--- config.mk ---
export PLATFORM = sky130hd
export DESIGN_NAME = scroll_wheel_debounce_unit_flat
export DESIGN_NICKNAME = d
export VERILOG_FILES = /design/src/rtl/core/swd_pkg.sv /design/src/rtl/core/swd_in_if.sv /design/src/rtl/core/swd_out_if.sv /design/src/rtl/core/swd_cfg_regs.sv /design/src/rtl/core/swd_core.sv /design/src/rtl/core/swd_out_queue.sv /design/src/rtl/core/scroll_wheel_debounce_unit.sv /design/src/flat_wrapper.sv
export SDC_FILE = /design/constraint.sdc
export NUM_CORES = 2
export LEC_CHECK = 0
export ABC_AREA = 0
export BUFFER_PORTS_ARGS = -buffer_cell sky130_fd_sc_hd__buf_4
export CAP_MARGIN = 10
export CELL_PAD_IN_SITES_DETAIL_PLACEMENT = 2
export CELL_PAD_IN_SITES_GLOBAL_PLACEMENT = 2
export CORE_ASPECT_RATIO = 2
export CORE_MARGIN = 1
export CORE_UTILIZATION = 37
export CTS_CLUSTER_DIAMETER = 40
export DETAILED_ROUTE_END_ITERATION = 8
export PLACE_DENSITY_LB_ADDON = 0.1
export SLEW_MARGIN = 20
export SYNTH_ARGS = -nofsm -noshare
export SYNTH_HDL_FRONTEND = slang
export SYNTH_SLANG_ARGS = --single-unit
--- constraint.sdc ---
create_clock -name clk -period 15.17 [get_ports clk]
set_clock_uncertainty 0.05 [all_clocks]
set_input_delay 3.034 -clock clk [delete_from_list [all_inputs] [get_ports clk]]
set_output_delay 3.034 -clock clk [all_outputs]
set_load 0.005 [all_outputs]
--- src/rtl/core/swd_pkg.sv ---
// ----------------------------------------------------------------------------
// swd_pkg: shared types and constants of the scroll wheel debounce unit
// Register indexes, configuration and result records, the push record that
// moves results from the core into the result queue, and the time compare.
// ----------------------------------------------------------------------------
package swd_pkg;

  // Result queue: up to two slots are written at once, one slot is read per cycle while out_ch is ready.
  localparam int unsigned QueueDepth = 4;
  localparam int unsigned QueueAw    = $clog2(QueueDepth);

  typedef enum logic [2:0] {
    REG_UP_MASK         = 3'd0,
    REG_DOWN_MASK       = 3'd1,
    REG_PRESS_MASK      = 3'd2,
    REG_PRESS_KIND      = 3'd3,
    REG_PRESS_CANCEL    = 3'd4,
    REG_BOUNCE_WINDOW   = 3'd5,
    REG_BOUNCE_LIMIT    = 3'd6,
    REG_PRESS_MUTE      = 3'd7
  } swd_reg_t;

  typedef struct packed {
    logic [31:0] up_mask;
    logic [31:0] down_mask;
    logic [31:0] press_mask;
    logic [3:0]  press_kind;
    logic [31:0] press_cancel_window;
    logic [31:0] bounce_window;
    logic [31:0] bounce_limit;
    logic [31:0] press_after_scroll_mute;
  } swd_cfg_t;

  typedef struct packed {
    logic        action;
    logic [3:0]  message_kind;
    logic [31:0] message_data;
    logic [31:0] message_time;
  } swd_item_t;

  typedef struct packed {
    logic [3:0]  result_kind;
    logic [31:0] result_data;
    logic [31:0] result_time;
    logic        last_of_run;
  } swd_result_t;

  // Results produced by one item, in order; count is 0, 1 or 2.
  typedef struct packed {
    logic [1:0]  count;
    swd_result_t first;
    swd_result_t second;
  } swd_push_t;

  // True once time t has reached base + win, with the sum kept in 33 bits.
  function automatic logic swd_reached(logic [31:0] base, logic [31:0] win,
                                       logic [31:0] t);
    return {1'b0, t} >= ({1'b0, base} + {1'b0, win});
  endfunction

endpackage

--- src/rtl/core/swd_in_if.sv ---
// ----------------------------------------------------------------------------
// swd_in_if: input message channel
// Valid/ready channel that carries one time-stamped message or time tick.
// ----------------------------------------------------------------------------
interface swd_in_if;
  logic        valid;
  logic        ready;
  logic        action;
  logic [3:0]  message_kind;
  logic [31:0] message_data;
  logic [31:0] message_time;

  modport source (output valid, action, message_kind, message_data, message_time,
                  input ready);
  modport sink (input valid, action, message_kind, message_data, message_time,
                output ready);
endinterface

--- src/rtl/core/swd_out_if.sv ---
// ----------------------------------------------------------------------------
// swd_out_if: result message channel
// Valid/ready channel that carries one emitted message.
// ----------------------------------------------------------------------------
interface swd_out_if;
  logic        valid;
  logic        ready;
  logic [3:0]  result_kind;
  logic [31:0] result_data;
  logic [31:0] result_time;
  logic        last_of_run;

  modport source (output valid, result_kind, result_data, result_time, last_of_run,
                  input ready);
  modport sink (input valid, result_kind, result_data, result_time, last_of_run,
                output ready);
endinterface

--- src/rtl/core/swd_cfg_regs.sv ---
// ----------------------------------------------------------------------------
// swd_cfg_regs: configuration register file
// Eight write-only registers with their reset values.
// ----------------------------------------------------------------------------
module swd_cfg_regs (
  input  logic               clk,
  input  logic               rst,
  input  logic               cfg_write_en,
  input  logic [2:0]         cfg_index,
  input  logic [31:0]        cfg_data,
  output swd_pkg::swd_cfg_t  cfg
);

  always_ff @(posedge clk) begin
    if (rst) begin
      cfg.up_mask                 <= 32'd1;
      cfg.down_mask               <= 32'd2;
      cfg.press_mask              <= 32'd4;
      cfg.press_kind              <= 4'd0;
      cfg.press_cancel_window     <= 32'd100;
      cfg.bounce_window           <= 32'd50;
      cfg.bounce_limit            <= 32'd200;
      cfg.press_after_scroll_mute <= 32'd100;
    end else if (cfg_write_en) begin
      unique case (swd_pkg::swd_reg_t'(cfg_index))
        swd_pkg::REG_UP_MASK:       cfg.up_mask                 <= cfg_data;
        swd_pkg::REG_DOWN_MASK:     cfg.down_mask               <= cfg_data;
        swd_pkg::REG_PRESS_MASK:    cfg.press_mask              <= cfg_data;
        swd_pkg::REG_PRESS_KIND:    cfg.press_kind              <= cfg_data[3:0];
        swd_pkg::REG_PRESS_CANCEL:  cfg.press_cancel_window     <= cfg_data;
        swd_pkg::REG_BOUNCE_WINDOW: cfg.bounce_window           <= cfg_data;
        swd_pkg::REG_BOUNCE_LIMIT:  cfg.bounce_limit            <= cfg_data;
        swd_pkg::REG_PRESS_MUTE:    cfg.press_after_scroll_mute <= cfg_data;
        default: ;
      endcase
    end
  end

endmodule

--- src/rtl/core/swd_core.sv ---
// ----------------------------------------------------------------------------
// swd_core: input register, debounce state and single-pass step logic
// Holds one input item, and when the result queue has room for two results
// it applies the item to the debounce state and pushes its results.
// ----------------------------------------------------------------------------
module swd_core (
  input  logic               clk,
  input  logic               rst,
  input  swd_pkg::swd_cfg_t  cfg,
  swd_in_if.sink             in_ch,
  input  logic               space_ok,
  output swd_pkg::swd_push_t push
);

  typedef struct packed {
    logic [31:0] press_last_time;
    logic        press_ready;
    logic [31:0] scroll_first_time;
    logic [31:0] scroll_last_time;
    logic [4:0]  scroll_balance;
    logic        scroll_open;
    logic [3:0]  scroll_start_kind;
    logic        scroll_had_press;
  } state_t;

  typedef struct packed {
    state_t               st;
    logic                 emit;
    swd_pkg::swd_result_t res;
  } step_t;

  logic                item_valid;
  swd_pkg::swd_item_t  item;
  state_t              state;
  state_t              state_next;
  logic                fire;
  step_t               step_a;
  step_t               step_b;

  function automatic logic out_of_band(state_t s);
    return ($signed(s.scroll_balance) < -2) || ($signed(s.scroll_balance) > 2);
  endfunction

  function automatic logic timed_out(state_t s, swd_pkg::swd_cfg_t c, logic [31:0] t);
    return swd_pkg::swd_reached(s.scroll_last_time, c.bounce_window, t)
        || swd_pkg::swd_reached(s.scroll_first_time, c.bounce_limit, t);
  endfunction

  function automatic logic due_at(state_t s, swd_pkg::swd_cfg_t c, logic [31:0] t);
    return s.scroll_open
        && (((s.scroll_balance != 5'd0)
             && swd_pkg::swd_reached(s.scroll_last_time, c.bounce_window, t))
            || out_of_band(s)
            || swd_pkg::swd_reached(s.scroll_first_time, c.bounce_limit, t));
  endfunction

  function automatic logic forwards(swd_pkg::swd_cfg_t c, logic [3:0] kind,
                                    logic [31:0] data);
    return (kind != c.press_kind)
        || ((data & ~(c.up_mask | c.down_mask | c.press_mask)) != 32'd0);
  endfunction

  // Balance plus a step of -1, 0 or +1, held within -15..15.
  function automatic logic [4:0] add_balance(logic [4:0] bal, logic [1:0] dlt);
    logic signed [5:0] b;
    b = $signed({bal[4], bal}) + $signed({{4{dlt[1]}}, dlt});
    if (b > 6'sd15) b = 6'sd15;
    if (b < -6'sd15) b = -6'sd15;
    return b[4:0];
  endfunction

  function automatic state_t press_receive(state_t s, swd_pkg::swd_cfg_t c,
                                           logic [31:0] data, logic [31:0] t);
    state_t r;
    r = s;
    if ((data & c.press_mask) != 32'd0) begin
      if (swd_pkg::swd_reached(s.press_last_time, c.press_cancel_window, t)) begin
        r.press_ready = 1'b1;
      end
      r.press_last_time = t;
    end
    return r;
  endfunction

  // Closes the pending scroll and emits its majority direction, if any.
  function automatic step_t close_scroll(state_t s, swd_pkg::swd_cfg_t c);
    step_t       r;
    logic [31:0] d;
    r.st   = s;
    r.emit = 1'b0;
    r.res  = '0;
    if ($signed(s.scroll_balance) > 0) begin
      d = c.up_mask;
    end else if ($signed(s.scroll_balance) < 0) begin
      d = c.down_mask;
    end else begin
      d = 32'd0;
    end
    r.st.scroll_open = 1'b0;
    if (d == 32'd0) begin
      r.st.press_ready = 1'b0;
    end else begin
      if (s.press_ready) begin
        d = d | c.press_mask;
        r.st.press_ready      = 1'b0;
        r.st.scroll_had_press = 1'b1;
      end
      r.emit = 1'b1;
      r.res  = '{s.scroll_start_kind, d, s.scroll_first_time, 1'b0};
    end
    return r;
  endfunction

  // Handles a message as if no scroll were pending.
  function automatic step_t fresh(state_t s, swd_pkg::swd_cfg_t c, logic [3:0] kind,
                                  logic [31:0] data, logic [31:0] t);
    step_t      r;
    logic       up;
    logic       down;
    logic       new_scroll;
    logic [1:0] dlt;
    r.st   = s;
    r.emit = 1'b0;
    r.res  = '0;
    up   = (data & c.up_mask) != 32'd0;
    down = (data & c.down_mask) != 32'd0;
    dlt  = (up && !down) ? 2'b01 : ((down && !up) ? 2'b11 : 2'b00);
    new_scroll = swd_pkg::swd_reached(s.scroll_last_time, c.bounce_window, t)
              || swd_pkg::swd_reached(s.scroll_first_time, c.bounce_limit, t);
    if (forwards(c, kind, data)) begin
      r.emit = 1'b1;
      r.res  = '{kind, data, t, 1'b0};
    end else if ((up || down) && new_scroll) begin
      r.st.scroll_last_time  = t;
      r.st.scroll_first_time = t;
      r.st.scroll_balance    = {{3{dlt[1]}}, dlt};
      r.st.scroll_open       = 1'b1;
      r.st.scroll_start_kind = kind;
      r.st.press_ready       = 1'b0;
      r.st.press_last_time   = 32'd0;
      r.st = press_receive(r.st, c, data, t);
      if (due_at(r.st, c, t)) begin
        r = close_scroll(r.st, c);
      end
    end else begin
      if (up || down) begin
        r.st.scroll_last_time = t;
        r.st.scroll_balance   = add_balance(s.scroll_balance, dlt);
      end
      r.st = press_receive(r.st, c, data, t);
      if (!(r.st.scroll_had_press
            && !swd_pkg::swd_reached(r.st.scroll_last_time,
                                     c.press_after_scroll_mute, t))
          && r.st.press_ready) begin
        r.st.press_ready = 1'b0;
        r.emit = 1'b1;
        r.res  = '{kind, c.press_mask, t, 1'b0};
      end
    end
    return r;
  endfunction

  assign fire         = item_valid && space_ok;
  assign in_ch.ready  = !item_valid || space_ok;

  // Step A is the close of a pending scroll, step B the message itself.
  always_comb begin
    state_t     upd;
    logic       up;
    logic       down;
    logic [1:0] dlt;
    step_a.st   = state;
    step_a.emit = 1'b0;
    step_a.res  = '0;
    step_b      = step_a;
    upd  = state;
    up   = (item.message_data & cfg.up_mask) != 32'd0;
    down = (item.message_data & cfg.down_mask) != 32'd0;
    dlt  = (up && !down) ? 2'b01 : ((down && !up) ? 2'b11 : 2'b00);
    if (item.action) begin
      if (state.scroll_open
          && (timed_out(state, cfg, item.message_time) || out_of_band(state))) begin
        step_a = close_scroll(state, cfg);
      end
      step_b.st = step_a.st;
    end else if (!state.scroll_open) begin
      step_b = fresh(state, cfg, item.message_kind, item.message_data,
                     item.message_time);
    end else if (forwards(cfg, item.message_kind, item.message_data)
                 || timed_out(state, cfg, item.message_time)
                 || out_of_band(state)) begin
      step_a = close_scroll(state, cfg);
      step_b = fresh(step_a.st, cfg, item.message_kind, item.message_data,
                     item.message_time);
    end else begin
      if (up || down) begin
        upd.scroll_balance   = add_balance(state.scroll_balance, dlt);
        upd.scroll_last_time = item.message_time;
      end
      upd = press_receive(upd, cfg, item.message_data, item.message_time);
      step_a.st = upd;
      if (due_at(upd, cfg, item.message_time)) begin
        step_a = close_scroll(upd, cfg);
      end
      step_b.st = step_a.st;
    end
  end

  always_comb begin
    state_next  = step_b.st;
    push.count  = {1'b0, step_a.emit} + {1'b0, step_b.emit};
    push.first  = step_a.emit ? step_a.res : step_b.res;
    push.second = step_b.res;
    push.first.last_of_run  = !(step_a.emit && step_b.emit);
    push.second.last_of_run = 1'b1;
    if (!fire) begin
      push.count = 2'd0;
    end
  end

  always_ff @(posedge clk) begin
    if (rst) begin
      item_valid <= 1'b0;
      state      <= '0;
    end else begin
      if (in_ch.ready) begin
        item_valid <= in_ch.valid;
      end
      if (fire) begin
        state <= state_next;
      end
    end
  end

  always_ff @(posedge clk) begin
    if (in_ch.valid && in_ch.ready) begin
      item <= '{in_ch.action, in_ch.message_kind, in_ch.message_data,
                in_ch.message_time};
    end
  end

endmodule

--- src/rtl/core/swd_out_queue.sv ---
// ----------------------------------------------------------------------------
// swd_out_queue: result queue
// Small queue that takes up to two results per cycle and hands out one per cycle while out_ch is ready.
// ----------------------------------------------------------------------------
module swd_out_queue (
  input  logic                clk,
  input  logic                rst,
  input  swd_pkg::swd_push_t  push,
  output logic                space_ok,
  swd_out_if.source           out_ch
);

  localparam int unsigned Aw = swd_pkg::QueueAw;

  swd_pkg::swd_result_t entries [swd_pkg::QueueDepth];
  logic [Aw-1:0]        wr_ptr;
  logic [Aw-1:0]        rd_ptr;
  logic [Aw:0]          count;
  logic                 pop;
  logic [Aw-1:0]        wr_ptr_plus1;

  assign pop          = out_ch.valid && out_ch.ready;
  assign out_ch.valid = count != '0;
  assign space_ok     = count <= (Aw + 1)'(swd_pkg::QueueDepth - 2);
  assign wr_ptr_plus1 = wr_ptr + Aw'(1);

  assign out_ch.result_kind = entries[rd_ptr].result_kind;
  assign out_ch.result_data = entries[rd_ptr].result_data;
  assign out_ch.result_time = entries[rd_ptr].result_time;
  assign out_ch.last_of_run = entries[rd_ptr].last_of_run;

  always_ff @(posedge clk) begin
    if (rst) begin
      wr_ptr <= '0;
      rd_ptr <= '0;
      count  <= '0;
    end else begin
      wr_ptr <= wr_ptr + Aw'(push.count);
      if (pop) begin
        rd_ptr <= rd_ptr + Aw'(1);
      end
      count <= count + (Aw + 1)'(push.count) - (Aw + 1)'(pop);
    end
  end

  always_ff @(posedge clk) begin
    if (push.count != 2'd0) begin
      entries[wr_ptr] <= push.first;
    end
    if (push.count == 2'd2) begin
      entries[wr_ptr_plus1] <= push.second;
    end
  end

endmodule

--- src/rtl/core/scroll_wheel_debounce_unit.sv ---
// ----------------------------------------------------------------------------
// scroll_wheel_debounce_unit: scroll wheel and wheel press debouncer
// Top level: configuration registers, step core and result queue.
// ----------------------------------------------------------------------------
// The unit takes time-stamped input messages and time ticks on in_ch and
// emits debounced messages on out_ch. Messages of another kind, or carrying
// bits outside the up, down and press masks, pass through unchanged. Scroll
// pulses open a pending scroll whose up-minus-down balance is counted; the
// scroll closes on a boundary message, on a tick past its window or limit, or
// when the balance leaves -2..2, and then emits the majority direction, with
// the press bit added when a new press was seen during the scroll. A lone
// press is emitted at most once per cancel window. One item is accepted per
// clock cycle while the input register is empty or the result queue has
// room for two results: it lands in the input register, its whole step is
// evaluated combinationally from that register, and its results are written
// into a four-entry result queue, whose registered count drives out_ch valid.
// An item yields zero, one or two results; the result queue drains one
// result per cycle while out_ch is ready, so a stream of items that each
// give two results is paced by it; a stalled out_ch holds the input back once
// the queue cannot take two more results. The final result of an item has
// last_of_run set. Configuration registers are written through cfg_write_en,
// cfg_index and cfg_data, and are to be written only while the unit is idle.
// ----------------------------------------------------------------------------
module scroll_wheel_debounce_unit (
  input  logic        clk,
  input  logic        rst,
  input  logic        cfg_write_en,
  input  logic [2:0]  cfg_index,
  input  logic [31:0] cfg_data,
  swd_in_if.sink      in_ch,
  swd_out_if.source   out_ch
);

  swd_pkg::swd_cfg_t  cfg;
  swd_pkg::swd_push_t push;
  logic               space_ok;

  // Register file with the documented reset values.
  swd_cfg_regs u_cfg_regs (
    .clk          (clk),
    .rst          (rst),
    .cfg_write_en (cfg_write_en),
    .cfg_index    (cfg_index),
    .cfg_data     (cfg_data),
    .cfg          (cfg)
  );

  // Input register, debounce state and the combinational step logic.
  swd_core u_core (
    .clk      (clk),
    .rst      (rst),
    .cfg      (cfg),
    .in_ch    (in_ch),
    .space_ok (space_ok),
    .push     (push)
  );

  // Result queue that separates the step logic from out_ch back-pressure.
  swd_out_queue u_out_queue (
    .clk      (clk),
    .rst      (rst),
    .push     (push),
    .space_ok (space_ok),
    .out_ch   (out_ch)
  );

endmodule
--- src/flat_wrapper.sv ---
// flat-port wrapper written by rule: the top's interface ports become plain ports
module scroll_wheel_debounce_unit_flat 
  (clk, rst, cfg_write_en, cfg_index, cfg_data, in_ch_valid, in_ch_action, in_ch_message_kind, in_ch_message_data, in_ch_message_time, in_ch_ready, out_ch_valid, out_ch_result_kind, out_ch_result_data, out_ch_result_time, out_ch_last_of_run, out_ch_ready);
  swd_in_if in_ch_i ();
  swd_out_if out_ch_i ();
  input  logic clk;
  input  logic rst;
  input  logic cfg_write_en;
  input  logic [2:0] cfg_index;
  input  logic [31:0] cfg_data;
  input wire logic [$bits(in_ch_i.valid)-1:0] in_ch_valid;
  input wire logic [$bits(in_ch_i.action)-1:0] in_ch_action;
  input wire logic [$bits(in_ch_i.message_kind)-1:0] in_ch_message_kind;
  input wire logic [$bits(in_ch_i.message_data)-1:0] in_ch_message_data;
  input wire logic [$bits(in_ch_i.message_time)-1:0] in_ch_message_time;
  output wire logic [$bits(in_ch_i.ready)-1:0] in_ch_ready;
  output wire logic [$bits(out_ch_i.valid)-1:0] out_ch_valid;
  output wire logic [$bits(out_ch_i.result_kind)-1:0] out_ch_result_kind;
  output wire logic [$bits(out_ch_i.result_data)-1:0] out_ch_result_data;
  output wire logic [$bits(out_ch_i.result_time)-1:0] out_ch_result_time;
  output wire logic [$bits(out_ch_i.last_of_run)-1:0] out_ch_last_of_run;
  input wire logic [$bits(out_ch_i.ready)-1:0] out_ch_ready;
  assign in_ch_i.valid = in_ch_valid;
  assign in_ch_i.action = in_ch_action;
  assign in_ch_i.message_kind = in_ch_message_kind;
  assign in_ch_i.message_data = in_ch_message_data;
  assign in_ch_i.message_time = in_ch_message_time;
  assign in_ch_ready = in_ch_i.ready;
  assign out_ch_valid = out_ch_i.valid;
  assign out_ch_result_kind = out_ch_i.result_kind;
  assign out_ch_result_data = out_ch_i.result_data;
  assign out_ch_result_time = out_ch_i.result_time;
  assign out_ch_last_of_run = out_ch_i.last_of_run;
  assign out_ch_i.ready = out_ch_ready;
  scroll_wheel_debounce_unit u_core (.clk(clk), .rst(rst), .cfg_write_en(cfg_write_en), .cfg_index(cfg_index), .cfg_data(cfg_data), .in_ch(in_ch_i), .out_ch(out_ch_i));
endmodule
==> results.yml <==
global_route:
  antenna_found_initial: 22
  grt_max_degree: 133
  grtUsageTotal_pct: 40.7
  overflow: 0
  grt_pass1_vias: 50200
  grt_pass1_wl_um: 369000
timing:
  min_period_over_period_pct: 85.6
  fmax_ghz: 0.0770
  maxSlewViolCount: 0
  rsz0062_at_grt: "false"
  finalHoldViolCount: 0
  fin_hold_ws_ns: 0.413
  fin_crit_ns: 12.98
  worst_pin_slew_ns: 1.37
  relSlewSlack_pct: 7.97
  tns_ns: 0
  setup_violations: 0
  setup_slack_ns: 2.19
worst_setup_path:
  critical_path_peak_fanout: 43
  start_kind: "flip-flop"
  critPathKind: "reg2reg"
  cp-end-kind: "flip-flop"
  cpMostUsedCell: "o21ai_0"
  crit_path_top_delay_cell: "a22oi_1"
  arrival_ns: 13.44
  ff2ff_path_depth: 38
  cp_data_required_time_ns: 15.63
  crit_path_max_incr_delay_ns: 1.02
placement:
  dp_slack_ns: 3.02
  place_congestion: 1.04
  dpl_cell_area_sq_um: 50800
  place_hpwl_um: 191000
  io_buffers: 179
finish:
  fin_nets: 5941
  drive_above_1_share_pct: 12.5
  nFillCells: 13800
  post-route-cell-area_sq_um: 54500
  area_growth_pct: 15.1
floorplanning:
  initial_core_util_pct: 37.3
  die_area_sq_um: 130000
  die_width_um: 255
  placementRows: 185
  pin_count: 180
  die_h_um: 508
  core-area_sq_um: 127000
clocking:
  root_buffer: "clkbuf_16"
  clk_path_buf_depth: 3
  tritoncts: "yes"
  cts_inserted_buffers: 102
  h-tree-depth: 3
  clk_transition_reported_paths_ns: 0.06
  post_cts_resized: 0
  hold_buffers: 0
  clkSinkCount: 691
  clkLatencyLatePin_ns: 0.78
  cts_setup_buffers: 0
synth:
  ys.flop_type: "dfxtp_1"
  yosys_warnings: 0
  ys_seq_elements: 691
  synth_top_area_share_pct: 21.6
  syn_nets: 5787
  async_reset_ff_share_pct: 0
  yosysTopAreaCell: "edfxtp_1"
  synthesis.instances: 5176
  ys_seq_area_share_pct: 36.4
  synth_edf_count: 341
  synth.avg_cell_area_sq_um: 9.15
  synthesis.area_sq_um: 47400
  netlist_top_cells_area: "edfxtp_1 (22%), dfxtp_1 (15%), ha_1 (13%), nand2_1 (6.5%), a21oi_1 (6.0%)"
  ys_types: 100
pwr:
  power.net_switching_uw: 2240
  p_int_uw: 4000
  leakagePower_uw: 0.0207
  peakVddDrop_mv: 0.0941
  p_per_area_nw_per_um2: 115
  clockPowerShare_pct: 39.6
  sw_frac_of_total_pct: 35.9
  comb_power_share_pct: 26.6
  seqPwrFrac_pct: 33.9
routing:
  drt_iter0_markers: 3480
  ant_nets: 0
  vias_per_cell: 6.54
  drtPass1Iterations: 9
  wirelength_um: 264000
  drcViolationCount: 1
  vias: 46500
  post_drt_wl_per_cell_um: 37.2
status:
  failed_checks: "DRC"
  outcome: "finished, violations left"
min_path:
  whs_path_depth: 1
  hp-class: "reg2reg"
job:
  max_cap_viol_count: 0
worst paths after layout:
kind	start	end	slack (ns)
setup reg to reg	u_core.u_core.item[58]	u_core.u_out_queue.entries[1][24]	2.19
hold reg to reg	u_core.u_out_queue.entries[1][0]	u_core.u_out_queue.entries[1][0]	0.41
setup / recovery	u_core.u_core.item[58]	u_core.u_out_queue.entries[1][24]	2.19
hold / removal	u_core.u_out_queue.entries[1][0]	u_core.u_out_queue.entries[1][0]	0.41
final cells by class:
cell class,count,area (sq um),share of cell area [%]
clock inverters,62,676,1.24
multi-input cells,4098,28800,52.9
repair buffers,295,2290,4.20
diodes,11,27.5,0.0505
flip-flops and latches,691,17300,31.6
well taps,1683,2110,3.86
clock buffers,130,2790,5.12
inverters,142,533,0.978
logic make-up after synthesis:
logic type	count (synthesis)	synth area share [%]
XOR/XNOR	201	3.72
adder cells (fa/ha/maj)	502	13.4
multiplexers	108	4.19
AND/OR/NAND/NOR	1563	15.2
buffers and inverters	387	3.39
flip-flops	691	36.4
AO/OA/AOI/OAI	1724	23.7
stage by stage:
stage	util (%)	cells	power [uW]
2_1_floorplan	-	5176	2970
3_3_place_gp	39.9	6894	3700
3_5_place_dp	39.9	6896	3750
4_1_cts	42.7	7088	6210
5_1_grt	42.9	7104	6410
6_report	42.9	7112	6250
per-layer routing:
metal	wire (um)	part of all wire [%]	track usage, %	up-vias
li1	-	-	-	19900
met2	130000	49	68.9	1879
met1	83000	31	37.1	23700
met4	34400	13	46.1	8
met3	17000	6.4	10.5	981
met5	47	0.018	0.0381	-
sequential cells by signal (all words and copies together), names as in the netlist, named ones only:
name	flops
u_core.u_out_queue.rd_ptr	2
u_core.u_core.item_valid	1
u_core.u_core.state	108
u_core.u_out_queue.count	3
u_core.u_out_queue.wr_ptr	2
u_core.u_core.item	69
u_core.u_cfg_regs.cfg	228
u_core.u_out_queue.entries	276
cells in the mapped netlist, drive strengths merged (9+ instances only):
| cell | instances |
|---|---|
| nand2 | 818 |
| a21oi | 571 |
| ha | 493 |
| dfxtp | 350 |
| edfxtp | 341 |
| o21ai | 254 |
| nor2 | 252 |
| clkbuf | 190 |
| o22ai | 154 |
| a22o | 146 |
| inv | 141 |
| a21o | 119 |
| xor2 | 102 |
| xnor2 | 99 |
| a22oi | 97 |
| nand3 | 85 |
| nand4 | 78 |
| mux4 | 69 |
| buf | 55 |
| nand2b | 53 |
| nor3 | 53 |
| a222oi | 49 |
| o21a | 48 |
| nor4 | 39 |
| nor4b | 35 |
| a31oi | 34 |
| nor2b | 34 |
| mux2 | 33 |
| o21bai | 31 |
| a211oi | 29 |
| and3 | 24 |
| or3 | 21 |
| o211ai | 20 |
| o31ai | 19 |
| a211o | 18 |
| o22a | 18 |
| and2 | 16 |
| or2 | 16 |
| nand3b | 15 |
| o31a | 12 |
| a2111oi | 11 |
| a21boi | 11 |
| fa | 9 |
placed cells by master (no fill, tap or decap), types with 21 or more instances in the layout:
cell       netlist  final
o21bai_1        31     31
edfxtp_1       341    341
nand2b_1        53     53
a21o_1         118    118
or3_1           21     21
and3_1          24     24
nand2_1        817    809
dfxtp_1        350    348
inv_1          141    141
ha_1           493    491
mux2_2          33     33
o21ai_0        230    219
clkbuf_16        0    106
nand3_1         85     84
a22oi_1         97     97
o22ai_1        154    154
buf_4            1    281
o21a_1          48     48
a222oi_1        49     49
a211oi_1        28     28
nor4b_1         34     33
a31oi_1         34     34
xnor2_1         99     99
nor3_1          53     49
nor2b_1         33     33
a22o_1         146    146
nor4_1          37     32
mux4_2          69     69
a21oi_1        570    565
nor2_1         243    235
xor2_1         102    102
nand4_1         78     78
critical path: cells and delay by family, from the launching register on:
kind,cells,cell delay (ns)
DFF,1,0.46
buffers and inverters,2,0.72
and+or+nand+nor,12,3.43
xor gates and xnor gates,1,0.09
AOI/OAI and AO/OA,18,6.32
adders and majority gates,5,1.55
power groups by stage:
stage / Combinational (uW) / Sequential [uW] / Clock [uW]
2_1_floorplan: 863 / 2110 / 0
3_3_place_gp: 1550 / 2150 / 0
3_5_place_dp: 1590 / 2160 / 0
4_1_cts: 1610 / 2120 / 2490
5_1_grt: 1730 / 2120 / 2550
6_report: 1660 / 2120 / 2470
Power figures use the tool's default switching activity.
